**src/rtl/tkpq_pkg.sv**
```systemverilog
// Shared types and constants for the touch key press qualifier.
// Depends on nothing; imported by every module of the block.
`default_nettype none

package tkpq_pkg;

    // Width of every configuration register.
    localparam int CFG_W = 16;

    // Width of the key level and light fields on the ports.
    localparam int FIELD_KEYS = 2;

    // Request types carried by req_type.
    localparam logic REQ_TICK = 1'b0;
    localparam logic REQ_SET  = 1'b1;

    // Configuration register indexes.
    typedef enum logic [1:0] {
        CFG_PRESS_TICKS = 2'd0,
        CFG_LONG_HOLD   = 2'd1,
        CFG_RESTART     = 2'd2
    } cfg_index_t;

    // Reset values of the configuration registers.
    localparam logic [CFG_W-1:0] PRESS_TICKS_RST = 16'd2;
    localparam logic [CFG_W-1:0] LONG_HOLD_RST   = 16'd750;
    localparam logic [CFG_W-1:0] RESTART_RST     = 16'd1500;

    typedef struct packed {
        logic [CFG_W-1:0] press_ticks;
        logic [CFG_W-1:0] long_hold_ticks;
        logic [CFG_W-1:0] restart_ticks;
    } cfg_t;

    // Per-key status, as it stands after the current beat is applied.
    typedef struct packed {
        logic toggle;        // counter stepped onto press_ticks
        logic release_long;  // released with hold at or beyond long threshold
        logic over_long;     // hold beyond long threshold
        logic over_restart;  // hold beyond restart threshold
    } key_status_t;

endpackage

`default_nettype wire

```
**src/rtl/tkpq_key_lane.sv**
```systemverilog
// One key's hold counter with its threshold compares.
// Depends on tkpq_pkg for the configuration and status types.
`default_nettype none

module tkpq_key_lane
    import tkpq_pkg::*;
#(
    parameter int COUNT_BITS = 16
)
(
    input  wire logic        clk,
    input  wire logic        rst_n,
    input  wire logic        step,
    input  wire logic        touched,
    input  wire cfg_t        cfg,
    output key_status_t      status
);

    localparam int CMP_W = (COUNT_BITS > CFG_W) ? COUNT_BITS : CFG_W;

    logic [COUNT_BITS-1:0] count_reg;
    logic [COUNT_BITS-1:0] count_next;
    logic [COUNT_BITS-1:0] count_plus;
    logic                  at_max;

    assign at_max     = &count_reg;
    assign count_plus = count_reg + COUNT_BITS'(1);

    always_comb
    begin
        count_next = count_reg;
        if (step)
        begin
            if (!touched)
                count_next = '0;
            else if (!at_max)
                count_next = count_plus;
        end
    end

    // Compares run at the wider of the two widths so that neither side is cut.
    always_comb
    begin
        status.toggle       = step && touched && !at_max &&
                              (CMP_W'(count_plus) == CMP_W'(cfg.press_ticks));
        status.release_long = step && !touched &&
                              (CMP_W'(count_reg) >= CMP_W'(cfg.long_hold_ticks));
        status.over_long    = CMP_W'(count_next) > CMP_W'(cfg.long_hold_ticks);
        status.over_restart = CMP_W'(count_next) > CMP_W'(cfg.restart_ticks);
    end

    always_ff @(posedge clk or negedge rst_n)
    begin
        if (!rst_n)
            count_reg <= '0;
        else
            count_reg <= count_next;
    end

endmodule

`default_nettype wire

```
**src/rtl/touch_key_press_qualifier.sv**
```systemverilog
// Touch key press qualifier: one result beat for every input beat.
// A result is ready the cycle after its beat; one beat per cycle while out_ready is high.
// The result sits in an output register; a new beat is taken whenever that register is
// empty or is being emptied in the same cycle. Reset is asynchronous, active low: counters
// clear, lights go off, thresholds return to 2, 750 and 1500, and no result is pending.
`default_nettype none

module touch_key_press_qualifier
    import tkpq_pkg::*;
#(
    parameter int NUM_KEYS   = 2,
    parameter int COUNT_BITS = 16
)
(
    input  wire logic             clk,
    input  wire logic             rst_n,

    input  wire logic             in_valid,
    output logic                  in_ready,
    input  wire logic             req_type,
    input  wire logic [1:0]       key_levels,
    input  wire logic             set_channel,
    input  wire logic             set_value,

    output logic                  out_valid,
    input  wire logic             out_ready,
    output logic [1:0]            lights,
    output logic                  flash_active,
    output logic                  net_reset_pulse,
    output logic                  restart_request,
    output logic                  lights_changed,

    input  wire logic             cfg_valid,
    output logic                  cfg_ready,
    input  wire logic [1:0]       cfg_index,
    input  wire logic [CFG_W-1:0] cfg_data
);

    // The port fields are two keys wide; the key count may be larger or smaller.
    localparam int PAD_W = (NUM_KEYS > FIELD_KEYS) ? NUM_KEYS : FIELD_KEYS;

    // Configuration registers. Writes are always taken; an index past the
    // three registers is simply dropped.
    cfg_t cfg_reg;

    assign cfg_ready = 1'b1;

    always_ff @(posedge clk or negedge rst_n)
    begin
        if (!rst_n)
        begin
            cfg_reg.press_ticks     <= PRESS_TICKS_RST;
            cfg_reg.long_hold_ticks <= LONG_HOLD_RST;
            cfg_reg.restart_ticks   <= RESTART_RST;
        end
        else if (cfg_valid && cfg_ready)
        begin
            case (cfg_index)
                CFG_PRESS_TICKS: cfg_reg.press_ticks     <= cfg_data;
                CFG_LONG_HOLD:   cfg_reg.long_hold_ticks <= cfg_data;
                CFG_RESTART:     cfg_reg.restart_ticks   <= cfg_data;
                default:         ;
            endcase
        end
    end

    // Handshake. The output register frees up in the same cycle it is read,
    // so a steady stream moves one beat per cycle.
    logic out_valid_reg;
    logic in_accept;
    logic is_tick;
    logic is_set;

    assign in_ready  = !out_valid_reg || out_ready;
    assign in_accept = in_valid && in_ready;
    assign is_tick   = in_accept && (req_type == REQ_TICK);
    assign is_set    = in_accept && (req_type == REQ_SET);

    // Keys with no bit in key_levels read as level zero, that is, touched:
    // zero extension of the field gives exactly that.
    logic [PAD_W-1:0] levels_pad;

    assign levels_pad = PAD_W'(key_levels);

    key_status_t status [NUM_KEYS];

    for (genvar k = 0; k < NUM_KEYS; k++)
    begin : g_key
        tkpq_key_lane #(
            .COUNT_BITS (COUNT_BITS)
        ) u_lane (
            .clk     (clk),
            .rst_n   (rst_n),
            .step    (is_tick),
            .touched (!levels_pad[k]),
            .cfg     (cfg_reg),
            .status  (status[k])
        );
    end

    // Lights. A tick toggles every light whose counter just reached the press
    // count; a remote set writes one light and leaves the counters alone.
    logic [NUM_KEYS-1:0] light_reg;
    logic [NUM_KEYS-1:0] light_next;
    logic                flash_next;
    logic                restart_next;
    logic                pulse_next;

    always_comb
    begin
        light_next   = light_reg;
        flash_next   = 1'b0;
        restart_next = 1'b0;
        pulse_next   = 1'b0;
        for (int i = 0; i < NUM_KEYS; i++)
        begin
            if (status[i].toggle)
                light_next[i] = !light_reg[i];
            if (is_set && (int'(set_channel) == i))
                light_next[i] = set_value;
            flash_next   = flash_next   | status[i].over_long;
            restart_next = restart_next | status[i].over_restart;
            pulse_next   = pulse_next   | status[i].release_long;
        end
    end

    logic [PAD_W-1:0] lights_pad;

    assign lights_pad = PAD_W'(light_next);

    always_ff @(posedge clk or negedge rst_n)
    begin
        if (!rst_n)
        begin
            light_reg     <= '0;
            out_valid_reg <= 1'b0;
        end
        else
        begin
            light_reg <= light_next;
            if (in_accept)
                out_valid_reg <= 1'b1;
            else if (out_ready)
                out_valid_reg <= 1'b0;
        end
    end

    // Result payload; it only loads on an accepted beat, so a stalled result holds.
    logic [1:0] lights_reg;
    logic       flash_reg;
    logic       pulse_reg;
    logic       restart_reg;
    logic       changed_reg;

    always_ff @(posedge clk)
    begin
        if (in_accept)
        begin
            lights_reg  <= lights_pad[1:0];
            flash_reg   <= flash_next;
            pulse_reg   <= pulse_next;
            restart_reg <= restart_next;
            changed_reg <= (light_next != light_reg);
        end
    end

    assign out_valid       = out_valid_reg;
    assign lights          = lights_reg;
    assign flash_active    = flash_reg;
    assign net_reset_pulse = pulse_reg;
    assign restart_request = restart_reg;
    assign lights_changed  = changed_reg;

    // Every accepted beat leaves a result waiting in the next cycle.
    a_result_follows: assert property (@(posedge clk) disable iff (!rst_n)
        in_accept |=> out_valid_reg)
        else $error("accepted beat produced no result");

    // A remote set never reports a network reset.
    a_set_no_pulse: assert property (@(posedge clk) disable iff (!rst_n)
        is_set |=> !pulse_reg)
        else $error("remote set raised net_reset_pulse");

    // The change flag agrees with what actually happened to the light bits.
    a_changed_matches: assert property (@(posedge clk) disable iff (!rst_n)
        in_accept |=> (changed_reg == (light_reg != $past(light_reg))))
        else $error("lights_changed disagrees with light state");

    // With every key released no hold can stand beyond any threshold.
    a_release_clears: assert property (@(posedge clk) disable iff (!rst_n)
        (is_tick && (key_levels == 2'b11) && (NUM_KEYS <= FIELD_KEYS))
        |=> (!flash_reg && !restart_reg))
        else $error("flags raised with all keys released");

endmodule

`default_nettype wire
```
**config.mk**
```make
export PLATFORM = sky130hd
export DESIGN_NAME = touch_key_press_qualifier
export DESIGN_NICKNAME = d
export VERILOG_FILES = /design/src/rtl/tkpq_pkg.sv /design/src/rtl/tkpq_key_lane.sv /design/src/rtl/touch_key_press_qualifier.sv
export SDC_FILE = /design/constraint.sdc
export NUM_CORES = 1
export LEC_CHECK = 0
export ABC_AREA = 1
export BUFFER_PORTS_ARGS = -buffer_cell sky130_fd_sc_hd__buf_2
export CAP_MARGIN = 20
export CORE_MARGIN = 5
export CORE_UTILIZATION = 35
export CTS_BUF_LIST = sky130_fd_sc_hd__clkbuf_8
export DETAILED_ROUTE_END_ITERATION = 8
export PLACE_DENSITY = 0.59
export SETUP_SLACK_MARGIN = 0.4
export SLEW_MARGIN = 15
export SYNTH_ARGS = -nofsm -noshare
export SYNTH_HDL_FRONTEND = slang
export SYNTH_SLANG_ARGS = --single-unit
```
**constraint.sdc**
```tcl
create_clock -name clk -period 6.1 [get_ports clk]
set_input_delay 0.305 -clock clk [delete_from_list [all_inputs] [get_ports clk]]
set_output_delay 0.305 -clock clk [all_outputs]
set_load 0.005 [all_outputs]
```
Yosys cells after proc, flatten, opt, wreduce, memory -nomap -nowiden
Index checks and enable logic that the tools add are counted.

cells by class
  add/subtract/negate cells = 2
  magnitude comparators = 6
  equal/unequal tests = 5
  mux-type cells = 12
  bitwise gates (word level) = 5
  reduce and logical (&&, ||, !) cells = 30

operators by type and width
  kind                     count
  $mux W16                 6
  $gt A16 B16 Y1           4
  $add A16 B1 Y16 const B  2
  $eq A16 B16 Y1           2
  $ge A16 B16 Y1           2
  $reduce_and A16 Y1       2
  $logic_and A1 B1 Y1      15
  $logic_not A1 Y1         7
  $mux W1                  6
  $reduce_and A2 Y1        3
  $or A1 B1 Y1             3
  $eq A2 B1 Y1 const B     1
  $eq A2 B2 Y1 const B     1
  $logic_not A2 Y1         1
  $ne A2 B2 Y1             1
  $not A1 Y1               2
  $reduce_bool A2 Y1       1
  $logic_or A1 B1 Y1       1

word-level totals
  register bits after elaboration = 89
  bits of input ports = 28
  logic and storage cells = 72

Longest topological paths before layout
Gate-level depths: netlist of run 1.

  word-level depth = 10
  mapped depth = 18
  depth with buffers taken out = 18

Hierarchy
From an unflattened synthesis of run 1, not the netlist that was laid out.

unflattened totals
  cells, all modules = 1062
  area total of the unflattened synthesis = 7438.4 sq um

modules (own cells, without submodules)
  module                           times used  cells an instance  area each (sq um)
  tkpq_key_lane (g_key[1].u_lane)  1           422                2608.8
  tkpq_key_lane (g_key[0].u_lane)  1           418                2598.7
  touch_key_press_qualifier        1           222                2230.9

Least setup slack after synthesis of run 1
No wires, ideal clock.

  path type = register to register
  start = reg g_key[0].u_lane.count_reg[1]
  end = reg restart_reg (netlist: restart_request), data pin
  data arrival time = 2594 ps
  data required time = 5847 ps
  slack = 3254 ps
  cell stages (with the launch flop) = 17
  buffers on the path = 1
  clock period less this slack = 2846 ps
  cell sequence = dfrtp_1 ha_1 nand2_2 nor2_4 nand4_1 inv_1 clkbuf_1 a21oi_1 o22ai_1 ha_1 a21oi_1 o21a_1 o221ai_1 nand2_1 o2111ai_1 nand2_1 nand2_1

on the way
  word-level cells in the longest chain between the ends = 6
  elaborated cells between the ends (all ways) = 7

ends and longest elaborated chain
  item                                                          line                                      source
  start: declaration                                            tkpq_key_lane.sv:21                       logic [COUNT_BITS-1:0] count_reg;
  start signal: assignment                                      tkpq_key_lane.sv:57                       count_reg <= count_next;
  $add A16 B1 Y16 / $reduce_and A16 Y1 (equally long branches)  tkpq_key_lane.sv:27, tkpq_key_lane.sv:26
  $mux W16 *                                                    tkpq_key_lane.sv:36                       else if (!at_max)
  $mux W16 *                                                    tkpq_key_lane.sv:34                       if (!touched)
  $mux W16 *                                                    tkpq_key_lane.sv:32                       if (step)
  via g_key[0].u_lane.count_next[3]                             tkpq_key_lane.sv:22                       logic [COUNT_BITS-1:0] count_next;
  $gt A16 B16 Y1 *                                              tkpq_key_lane.sv:49                       status.over_restart = CMP_W'(count_next) > CMP_W'(cfg.restart_ticks);
  $or A1 B1 Y1 *                                                touch_key_press_qualifier.sv:122          restart_next = restart_next | status[i].over_restart;
  via restart_next                                              touch_key_press_qualifier.sv:106          logic restart_next;
  end signal: assignment                                        touch_key_press_qualifier.sv:162          restart_reg <= restart_next;
  end: declaration                                              touch_key_press_qualifier.sv:152          logic restart_reg;

Mark *: on every way through the listed nets, which the timed path passes. The rest lies on a longest branch.
A chain may end at the register's enable or synchronous reset.

Final worst setup path of run 1
  start = reg g_key[1].u_lane.count_reg[1]
  end = reg flash_reg (netlist: flash_active), data pin

on the way
  word-level cells in the longest chain between the ends = 6
  elaborated cells between the ends (all ways) = 7

ends and longest elaborated chain
  item                                                          line                                      source
  start: declaration                                            tkpq_key_lane.sv:21
  start signal: assignment                                      tkpq_key_lane.sv:57
  $add A16 B1 Y16 / $reduce_and A16 Y1 (equally long branches)  tkpq_key_lane.sv:27, tkpq_key_lane.sv:26
  $mux W16                                                      tkpq_key_lane.sv:36
  $mux W16                                                      tkpq_key_lane.sv:34
  $mux W16 *                                                    tkpq_key_lane.sv:32
  $gt A16 B16 Y1 *                                              tkpq_key_lane.sv:48                       status.over_long = CMP_W'(count_next) > CMP_W'(cfg.long_hold_ticks);
  $or A1 B1 Y1 *                                                touch_key_press_qualifier.sv:121          flash_next = flash_next | status[i].over_long;
  via flash_next                                                touch_key_press_qualifier.sv:105          logic flash_next;
  end signal: assignment                                        touch_key_press_qualifier.sv:160          flash_reg <= flash_next;
  end: declaration                                              touch_key_press_qualifier.sv:150          logic flash_reg;

Marks and branches as above.

==> impl_results.md, run 1 <==
- Met3 wire len: 1270 um
- WHS: 143 ps
- Max-slew violations: 0
- Worst relative slew slack: 0.334
- CTS Sinks: 89
- Synth top cells by count: 265 x nand2_1, 119 x inv_1, 98 x ha_1
- Max reg flops: 48
- Most frequent cell after synthesis: nand2_1
- Fin crit share: 0.654
- Syn Nets: 1111
- WP depth: 17
- Die ar.: 23400 um^2
- Congestion Overflow GR: 0
- Highest Signal Layer: met4
- Min Tclk post-route: 3990 ps
- Finish-stage setup viols: 0
- Post-synth top area share: 0.237
- Ant diodes: 0
- Status: finished, final reports clean
- Total chip power: 1.79 mW
- Final wirelength: 22100 um
- Tot GR Track Use: 0.189
- Worst Path Required: 6250 ps
- Post-synth EDFFs: 6
- Final ANT Viol Nets: 0
- Cell taking the most area after synthesis: dfrtp_1
- Chip width: 153 um
- Final-report hold violation count: 0
- Worst path cell trace: ha_1 > nand2_2 > nor2_1 > nand2_1 > nor2_2 > inv_1 > nand2_1 > inv_1 > o21ai_0 > ha_1 > nor2_1 > o211ai_1 > a21boi_0 > o21ai_0 > o211ai_1 > nand2_1 > o21ai_0
- Setup Crit Path Kind: flip-flop to flip-flop
- Reg2reg start: g_key[1].u_lane.count_reg[1]$_DFF_PN0_
- Register-to-Register Path Depth: 17
- Cell area after synthesis: 7170 um^2
- Worst setup path startpoint: g_key[1].u_lane.count_reg[1]$_DFF_PN0_
- Unique cell type count in the Yosys netlist: 40
- Synth Register Bits: 89
- Fraction of registers with async set/reset: 0.933
- Nets: 1147
- Drt pass-1 iters: 5
- HP Class: primary input to flip-flop
- Drt initial violations: 617
- Share of cells above drive strength 1: 0.102
- RePlAce Congestion: 0.949
- Worst-path clk slew: 100 ps
- Max stage delay on crit path: 570 ps
- Largest net degree at the start of global routing: 77
- Clk buf depth: 2
- Final worst slack: 2110 ps
- Initial Util: 0.355
- First-pass GRT wire length: 35200 um
- Post-cts gate resize count: 0
- Yosys warns: 0
- Top FF cell, synth: dfrtp_1
- RSZ-0062 raised after global routing: no
- Number of max-cap violations: 0
- Cells after Synth: 985
- Setup tns final: 0 ps
- Max VDD drop: 0.000126 V
- I/O Buffers: 35
- Setup crit end kind: flip-flop
- CP max-delay cell: nor2_2
- Via count: 6852
- Number of H-tree levels: 3
- Max Clock Skew: 18.8 ps
- CTS Buf Count: 9
- Hold Crit Depth: 3
- Pwr dens: 226 nW/um^2
- CTS tree: done
- Hold_sp: in_valid
- WL met2: 9270 um
- Worst slack at placement: 2200 ps
- DR vias/cell: 5.29
- Fmax: 251 MHz
- Static leakage power: 3.82 nW
- Family with the most delay on the worst path: simple AND/OR/NAND/NOR gates
- Clock root buffer: clkbuf_8
- Synth top area cells: dfrtp_1 24%, ha_1 17%, nand2_1 14%
- Crit start category: flip-flop
- Tightest Pin Transition: 997 ps
- Register area share after synthesis: 0.318
- R2R setup slack: 2110 ps
- Worst EP arrival: 4140 ps
- Row Count: 52
- Area grow syn2layout: 10.2%
- Insertion delay to the later sink of the worst-skew pair: 400 ps
- Vias in the first global route: 6351
- Cells after DPL: 1276
- Finished Layout Cells: 1296
- Core footprint: 20200 um^2
- Post-DR wirelength/cell: 17.0 um
- CP max FO: 15
- Total I/O pin count: 37
- Post-Syn Area per Cell: 7.28 um^2
- Buf/Inv on CP: 2
- HPWL after detailed placement: 17800 um
- DRT met1 WL: 11100 um
- Die H: 153 um
- Post-route DRC: 0
- Antenna violations before repair: 0
worst register-to-register path, stage by stage (launching register included):
cell	delay [ps]
dfrtp_1	490
ha_1	270
nand2_2	100
nor2_1	180
nand2_1	170
nor2_2	570
inv_1	170
nand2_1	120
inv_1	60
o21ai_0	420
ha_1	240
nor2_1	50
o211ai_1	150
a21boi_0	100
o21ai_0	320
o211ai_1	140
nand2_1	100
o21ai_0	80
cell families after synthesis:
logic type               share of synthesized area
AND/OR/NAND/NOR                              0.282
AO/OA/AOI/OAI                                0.148
buffers and inverters                       0.0747
adder cells (fa/ha/maj)                      0.171
flip-flops                                   0.318
XOR/XNOR                                   0.00611
other                                     0.000523
path summary, 6_finish.rpt:
| path | to |
|---|---|
| worst max-delay path | flash_active$_DFFE_PN_ |
| worst min-delay path | out_valid$_DFFE_PN0P_ |
| worst max register to register | flash_active$_DFFE_PN_ |
| worst min register to register | cfg_reg[21]$_DFFE_PN1P_ |
| max in group asynchronous | cfg_reg[22]$_DFFE_PN1P_ |
| min in group asynchronous | g_key[0].u_lane.count_reg[2]$_DFF_PN0_ |
routing by layer:
layer	GRT usage	up-vias
met1	0.290	3188
met4	0.0518	0
li1	-	3415
met2	0.279	226
met3	0.0237	23
met5	0	-
cell usage in the layout (no fill, tap or decap), types with 8 or more instances in the layout:
cell type,synthesis,routed
o21ai_0,83,83
nor2_1,60,60
a21oi_1,60,60
buf_2,1,34
nand3_1,63,63
o22ai_1,17,17
clkbuf_8,0,9
dfrtp_1,68,68
nand2_1,265,265
nand4_1,28,28
inv_1,119,120
nor2_2,8,8
ha_1,98,98
dfstp_2,15,15
nor3_1,15,15
nand2_2,11,11
report_power, final:
group	switching (mW)	leakage (nW)	internal [mW]
Combinational	0.370	2.62	0.211
Sequential	0.0854	1.10	0.679
Clock	0.247	0.104	0.195
Total	0.703	3.82	1.08
final cells by class:
type / count / area (um^2)
flip-flops and latches: 89 / 2280
inverters: 126 / 474
well taps: 270 / 338
multi-input cells: 755 / 4360
fillers: 2171 / 12300
clock buffers: 9 / 124
repair buffers: 40 / 249
clock inverters: 7 / 78.8
stage by stage:
step | util | instance area, um^2
floorplan | - | 7170
global placement | 0.378 | 7630
detailed placement | 0.378 | 7630
CTS | 0.389 | 7840
global route | 0.391 | 7900
finish | 0.391 | 7900
what timing repair did:
item	CTS	global route
buffers inserted	0	0
hold buffers	1	0
endpoints found under the hold margin	7	0
No activity file was read; power rests on OpenSTA's default activity.
==> run 2, diff against run 1 <==
ABC_AREA = 0   (was 1)
clock period = 4.05 ns   (was 6.1 ns; I/O delays follow)
==> run 2 against run 1 <==
Compared with the run above: register-to-register slack got worse by 1600 ps; sequential share of layout area decreased by 0.88 points; clock skew increased by 2.8 ps; clock-buffer cell count unchanged; first-iteration DRC count decreased by 19%; cell count decreased by 16%; area after synthesis increased by 0.96%; largest cell class unchanged; largest power group unchanged.
==> impl_results.md, run 2 <==
- Core footprint: 20300 um^2 (+0.65%)
- Nets: 942 (-18%)
- Worst path cell trace: ha_2 > nand4_4 > nor4_4 > nand3_1 > buf_4 > a41oi_1 > o22a_1 > ha_1 > nand4_1 > nor3_1 > nor4_1 > o21ai_0 > a211oi_1 > o22ai_1
- Die ar.: 23600 um^2 (+0.90%)
- Synth top area cells: dfrtp_1 24%, ha_1 17%, mux2_2 7.5%
- Chip width: 154 um (+0.45%)
- Static leakage power: 3.78 nW (-1.1%)
- R2R setup slack: 510 ps (-1600 ps)
- Congestion Overflow GR: 0 (unchanged)
- Post-Syn Area per Cell: 9.41 um^2 (+29%)
- Status: finished, final reports clean
- Worst relative slew slack: 0.366 (+0.0318)
- Most frequent cells in the layout: 96 x ha_1, 62 x dfrtp_1, 54 x nor2_1
- Setup tns final: 0 ps (unchanged)
- CTS Buf Count: 9 (unchanged)
- Largest net degree at the start of global routing: 59 (-23%)
- Share of cells above drive strength 1: 0.239 (+0.136)
- Post-DR wirelength/cell: 19.9 um (+17%)
- Ant diodes: 0 (unchanged)
- I/O Buffers: 35 (unchanged)
- Drt initial violations: 500 (-19%)
- First-pass GRT wire length: 33900 um (-3.9%)
- Final ANT Viol Nets: 0 (unchanged)
- Clock root buffer: clkbuf_8
- Number of H-tree levels: 3 (unchanged)
- HPWL after detailed placement: 17000 um (-4.2%)
- Family with the most delay on the worst path: simple AND/OR/NAND/NOR gates
- RePlAce Congestion: 0.914 (-3.7%)
- Final wirelength: 21700 um (-1.8%)
- Yosys warns: 0 (unchanged)
- Total I/O pin count: 37 (unchanged)
- Setup crit end kind: flip-flop
- HP Class: primary input to flip-flop
- Post-synth top area share: 0.235 (-0.00226)
- Clk buf depth: 2 (unchanged)
- Worst Path Required: 4200 ps (-2050 ps)
- Most frequent cell after synthesis: ha_1
- Crit start category: flip-flop
- Fraction of registers with async set/reset: 0.933 (unchanged)
- Worst slack at placement: 153 ps (-2050 ps)
- Die H: 154 um (+0.45%)
- RSZ-0062 raised after global routing: no
- Area grow syn2layout: 12.9%
- Cells after Synth: 769 (-22%)
- Final-report hold violation count: 0 (unchanged)
- DR vias/cell: 5.75 (+8.8%)
- Syn Nets: 895 (-19%)
- Drt pass-1 iters: 5 (unchanged)
- Via count: 6273 (-8.5%)
- Insertion delay to the later sink of the worst-skew pair: 400 ps (about the same)
- Min Tclk post-route: 3540 ps (-451 ps)
- Tot GR Track Use: 0.183 (-0.00562)
- Max reg flops: 48 (unchanged)
- Pwr dens: 327 nW/um^2 (+44%)
- Worst-path clk slew: 110 ps (about the same)
- Top FF cell, synth: dfrtp_1
- Max VDD drop: 0.000182 V (+44%)
- Max stage delay on crit path: 440 ps (-130 ps)
- Worst EP arrival: 3690 ps (-450 ps)
- Antenna violations before repair: 0 (unchanged)
- Register area share after synthesis: 0.315 (-0.00302)
- Buf/Inv on CP: 1 (-1)
- Max Clock Skew: 21.6 ps (+2.79 ps)
- Post-route DRC: 0 (unchanged)
- Commonest non-fill, non-tap cell in the layout: ha_1
- Final worst slack: 510 ps (-1600 ps)
- Fillcell total: 2082 (-4.1%)
- CP max FO: 6 (-9)
- Cell taking the most area after synthesis: dfrtp_1
- Vias in the first global route: 5905 (-7.0%)
- Post-synth EDFFs: 6 (unchanged)
- Max-slew violations: 0 (unchanged)
- Unique cell type count in the Yosys netlist: 71 (+78%)
- Number of max-cap violations: 0 (unchanged)
- Cell area after synthesis: 7240 um^2 (+0.96%)
- CP max-delay cell: dfrtp_2
- Synth top cells by count: 98 x ha_1, 68 x dfrtp_1, 58 x a21oi_1
- Fin crit share: 0.874 (+0.220)
- Row Count: 52 (unchanged)
- Setup Crit Path Kind: flip-flop to flip-flop
- Tightest Pin Transition: 949 ps (-48.2 ps)
- Initial Util: 0.356 (+0.00111)
- Finish-stage setup viols: 0 (unchanged)
- Synth Register Bits: 89 (unchanged)
- CTS Sinks: 89 (unchanged)
- Fmax: 282 MHz (+13%)
- CTS tree: done
-- run 2: final timing paths --
check / from / to / cells after the start
min reg2reg: cfg_reg[20]$_DFFE_PN0P_ / cfg_reg[20]$_DFFE_PN0P_ / 1
min in group asynchronous: rst_n / g_key[0].u_lane.count_reg[0]$_DFF_PN0_ / 2
max in group asynchronous: rst_n / cfg_reg[7]$_DFFE_PN1P_ / 3
min: in_valid / out_valid$_DFFE_PN0P_ / 2
max: g_key[0].u_lane.count_reg[0]$_DFF_PN0_ / flash_active$_DFFE_PN_ / 14
max reg2reg: g_key[0].u_lane.count_reg[0]$_DFF_PN0_ / flash_active$_DFFE_PN_ / 14
-- run 2: cell type report --
type	instances	area [um^2]	share of cell area
clock inverters	7	63.8	0.00781
clock buffers	9	124	0.0152
inverters	43	161	0.0198
repair buffers	74	473	0.0579
well taps	270	338	0.0413
flip-flops and latches	89	2280	0.279
multi-input cells	599	4730	0.579
-- run 2: timing repair --
item,CTS,global route
setup endpoints to repair,2,2
buffers inserted,0,6
endpoints found under the hold margin,50,0
resized for setup,6,29
pin swaps,0,4
hold buffers,1,0
cloned,0,0
-- run 2: power by group --
group | leakage, nW | internal [mW] | switching [mW]
registers | 1.07 | 1.03 | 0.135
clock network | 0.107 | 0.282 | 0.365
logic | 2.60 | 0.394 | 0.463
total | 3.78 | 1.71 | 0.963
-- run 2: through the flow --
| stage | util | hold slack, ps | power, mW | cells | area [um^2] |
|---|---|---|---|---|---|
| floorplan | - | -93.1 | 1.73 | 769 | 7240 |
| CTS | 0.395 | 15.4 | 2.66 | 1085 | 8030 |
| global placement | 0.385 | 349 | 1.99 | 1068 | 7810 |
| global route | 0.402 | 37.8 | 2.84 | 1091 | 8170 |
| detailed placement | 0.385 | 354 | 2.01 | 1068 | 7810 |
| finish | 0.402 | 30.9 | 2.67 | 1091 | 8170 |
-- run 2: cells by family after synthesis --
family	after synthesis	synth area share
buffers and inverters	81	0.0488
DFF	89	0.315
AOI/OAI and AO/OA	196	0.179
and+or+nand+nor	218	0.167
xor gates and xnor gates	37	0.0448
adders and majority gates	98	0.169
other	1	0.000518
muxes	49	0.0761
-- run 2: layer usage --
layer	track usage	vias to the layer above	wire length, um
met4	0.0471	0	354
met1	0.264	3063	10300
met2	0.285	194	9750
met3	0.0323	33	1270
met5	0	-	0
li1	-	2983	-
==> run 3, diff against run 2 <==
CORE_UTILIZATION = 55   (was 35)
PLACE_DENSITY = 0.82   (was 0.59)
==> run 3 against run 2 <==
Compared with the run above: worst setup slack improved by 37 ps; clock skew down 16 ps; clock-buffer cell count is 1 higher; global-route usage grew 7.6 points; utilization is 21 points higher; die area fell by 34%; power about the same; non-clock buffer count down 1; sequential power barely moved; register-to-register slack gained 40 ps; cell count shrank 8.7%; fmax grew 1.1%; largest cell class unchanged.
==> impl_results.md, run 3 (same netlist as run 2, synthesis figures left out) <==
- Post-Route Utilization: 0.614 (+0.212)
- Fillcell total: 1078 (-48%)
- Antenna violations before repair: 0 (unchanged)
- Worst-path clk slew: 90 ps (-20 ps)
- Commonest non-fill, non-tap cell in the layout: ha_1
- Max stage delay on crit path: 510 ps (+70 ps)
- Insertion delay to the later sink of the worst-skew pair: 390 ps (about the same)
- First-pass GRT wire length: 32100 um (-5.3%)
- Number of H-tree levels: 3 (unchanged)
- Finish-stage setup viols: 0 (unchanged)
- Worst slack at placement: 267 ps (+114 ps)
- DR vias/cell: 6.37 (+11%)
- I/O Buffers: 35 (unchanged)
- Final worst slack: 547 ps (+37.5 ps)
- Worst path cell trace: nand4_1 > nor4_4 > and3_1 > a21oi_1 > a21oi_2 > ha_1 > a22o_1 > nor4_1 > o21ai_1 > a211oi_2 > o22ai_1
- Fmax: 286 MHz (+1.1%)
- Largest net degree at the start of global routing: 43 (-27%)
- Crit start category: flip-flop
- Post-route cell area: 8040 um^2 (-1.6%)
- Tot GR Track Use: 0.259 (+0.0759)
- Area after DPL: 7670 um^2 (-1.7%)
- Max Clock Skew: 6.02 ps (-15.6 ps)
- Area grow syn2layout: 11.1%
- Finished Layout Cells: 996 (-8.7%)
- Post-DR wirelength/cell: 20.5 um (+3.2%)
- Max VDD drop: 0.000229 V (+26%)
- Max-slew violations: 0 (unchanged)
- Total I/O pin count: 37 (unchanged)
- Die ar.: 15600 um^2 (-34%)
- Via count: 6349 (+1.2%)
- Min Tclk post-route: 3500 ps (-37.5 ps)
- Worst Path Required: 4190 ps (about the same)
- RSZ-0062 raised after global routing: no
- Die H: 125 um (-19%)
- Vias in the first global route: 6111 (+3.5%)
- Core footprint: 13100 um^2 (-36%)
- Worst EP arrival: 3640 ps (-50 ps)
- RePlAce Congestion: 0.970 (+6.2%)
- Nets: 941 (-0.11%)
- Setup crit end kind: flip-flop
- Family with the most delay on the worst path: simple AND/OR/NAND/NOR gates
- Setup Crit Path Kind: flip-flop to flip-flop
- CTS tree: done
- Post-route DRC: 0 (unchanged)
- Initial Util: 0.553 (+0.197)
- CTS Buf Count: 9 (unchanged)
- Share of cells above drive strength 1: 0.235 (-0.00337)
- CP max FO: 9 (+3)
- CP max-delay cell: dfrtp_1
- Clk buf depth: 2 (unchanged)
- Row Count: 42 (-19%)
- Setup tns final: 0 ps (unchanged)
- Drt initial violations: 782 (+56%)
- Most frequent cells in the layout: 97 x ha_1, 64 x dfrtp_1, 53 x nor2_1
- Buf/Inv on CP: 0 (-1)
- Clock root buffer: clkbuf_8
- Static leakage power: 3.77 nW (-0.29%)
- Fin crit share: 0.865 (-0.00925)
- Final wirelength: 20400 um (-5.8%)
- HP Class: primary input to flip-flop
- Status: finished, final reports clean
- Drt pass-1 iters: 7 (+2)
- Tightest Pin Transition: 1040 ps (+90.5 ps)
- HPWL after detailed placement: 15900 um (-6.6%)
- CTS Sinks: 89 (unchanged)
- Congestion Overflow GR: 0 (unchanged)
- Final ANT Viol Nets: 0 (unchanged)
- Worst relative slew slack: 0.306 (-0.0592)
- Ant diodes: 0 (unchanged)
- Cells after DPL: 971 (-9.1%)
- Max reg flops: 48 (unchanged)
- Total chip power: 2.67 mW (about the same)
- Number of max-cap violations: 0 (unchanged)
- Pwr dens: 332 nW/um^2 (+1.7%)
- WHS: 35.6 ps (+4.75 ps)
- Chip width: 125 um (-19%)
- Final-report hold violation count: 0 (unchanged)
-- run 3: cell count changes in the layout (fill, tap and decap cells not counted), sizes merged --
cell	change
inv	-2
buf	-1
clkbuf	+1
clkinvlp	+1
-- run 3: worst paths after layout --
| check | to | cells past startpoint | slack [ps] | startpoint |
|---|---|---|---|---|
| hold reg to reg | cfg_reg[29]$_DFFE_PN0P_ | 1 | 510 | cfg_reg[29]$_DFFE_PN0P_ |
| min in group asynchronous | g_key[0].u_lane.count_reg[3]$_DFF_PN0_ | 2 | 330 | rst_n |
| setup / recovery | flash_active$_DFFE_PN_ | 11 | 550 | g_key[0].u_lane.count_reg[8]$_DFF_PN0_ |
| hold / removal | out_valid$_DFFE_PN0P_ | 2 | 40 | in_valid |
| max in group asynchronous | g_key[1].u_lane.count_reg[8]$_DFF_PN0_ | 3 | 2730 | rst_n |
| setup reg to reg | flash_active$_DFFE_PN_ | 11 | 550 | g_key[0].u_lane.count_reg[8]$_DFF_PN0_ |
-- run 3: per-layer routing --
| layer | vias up | global-route usage | part of all wire |
|---|---|---|---|
| met5 | - | 0 | 0 |
| met4 | 0 | 0.121 | 0.038 |
| met3 | 52 | 0.0600 | 0.10 |
| met2 | 342 | 0.400 | 0.45 |
| met1 | 2980 | 0.345 | 0.41 |
| li1 | 2975 | - | - |
-- run 3: area by class of cell --
cell class,instances,area [um^2],share of cell area
flip-flops and latches,89,2280,0.284
inverters,43,161,0.0201
clock buffers,10,138,0.0171
well taps,176,220,0.0274
multi-input cells,599,4700,0.585
clock inverters,6,67.6,0.00841
repair buffers,73,465,0.0579
-- run 3: power by group --
group | internal [mW] | switching [mW] | total (mW)
combinational | 0.392 | 0.472 | 0.864
sequential | 1.03 | 0.125 | 1.16
clock | 0.304 | 0.347 | 0.651
total | 1.73 | 0.944 | 2.67
-- run 3: what timing repair did --
action	CTS	global route
pin swaps	1	4
resized for setup	8	21
setup endpoints to repair	2	2
setup buffers	1	7
hold endpoints to repair	29	0
hold buffers	1	0
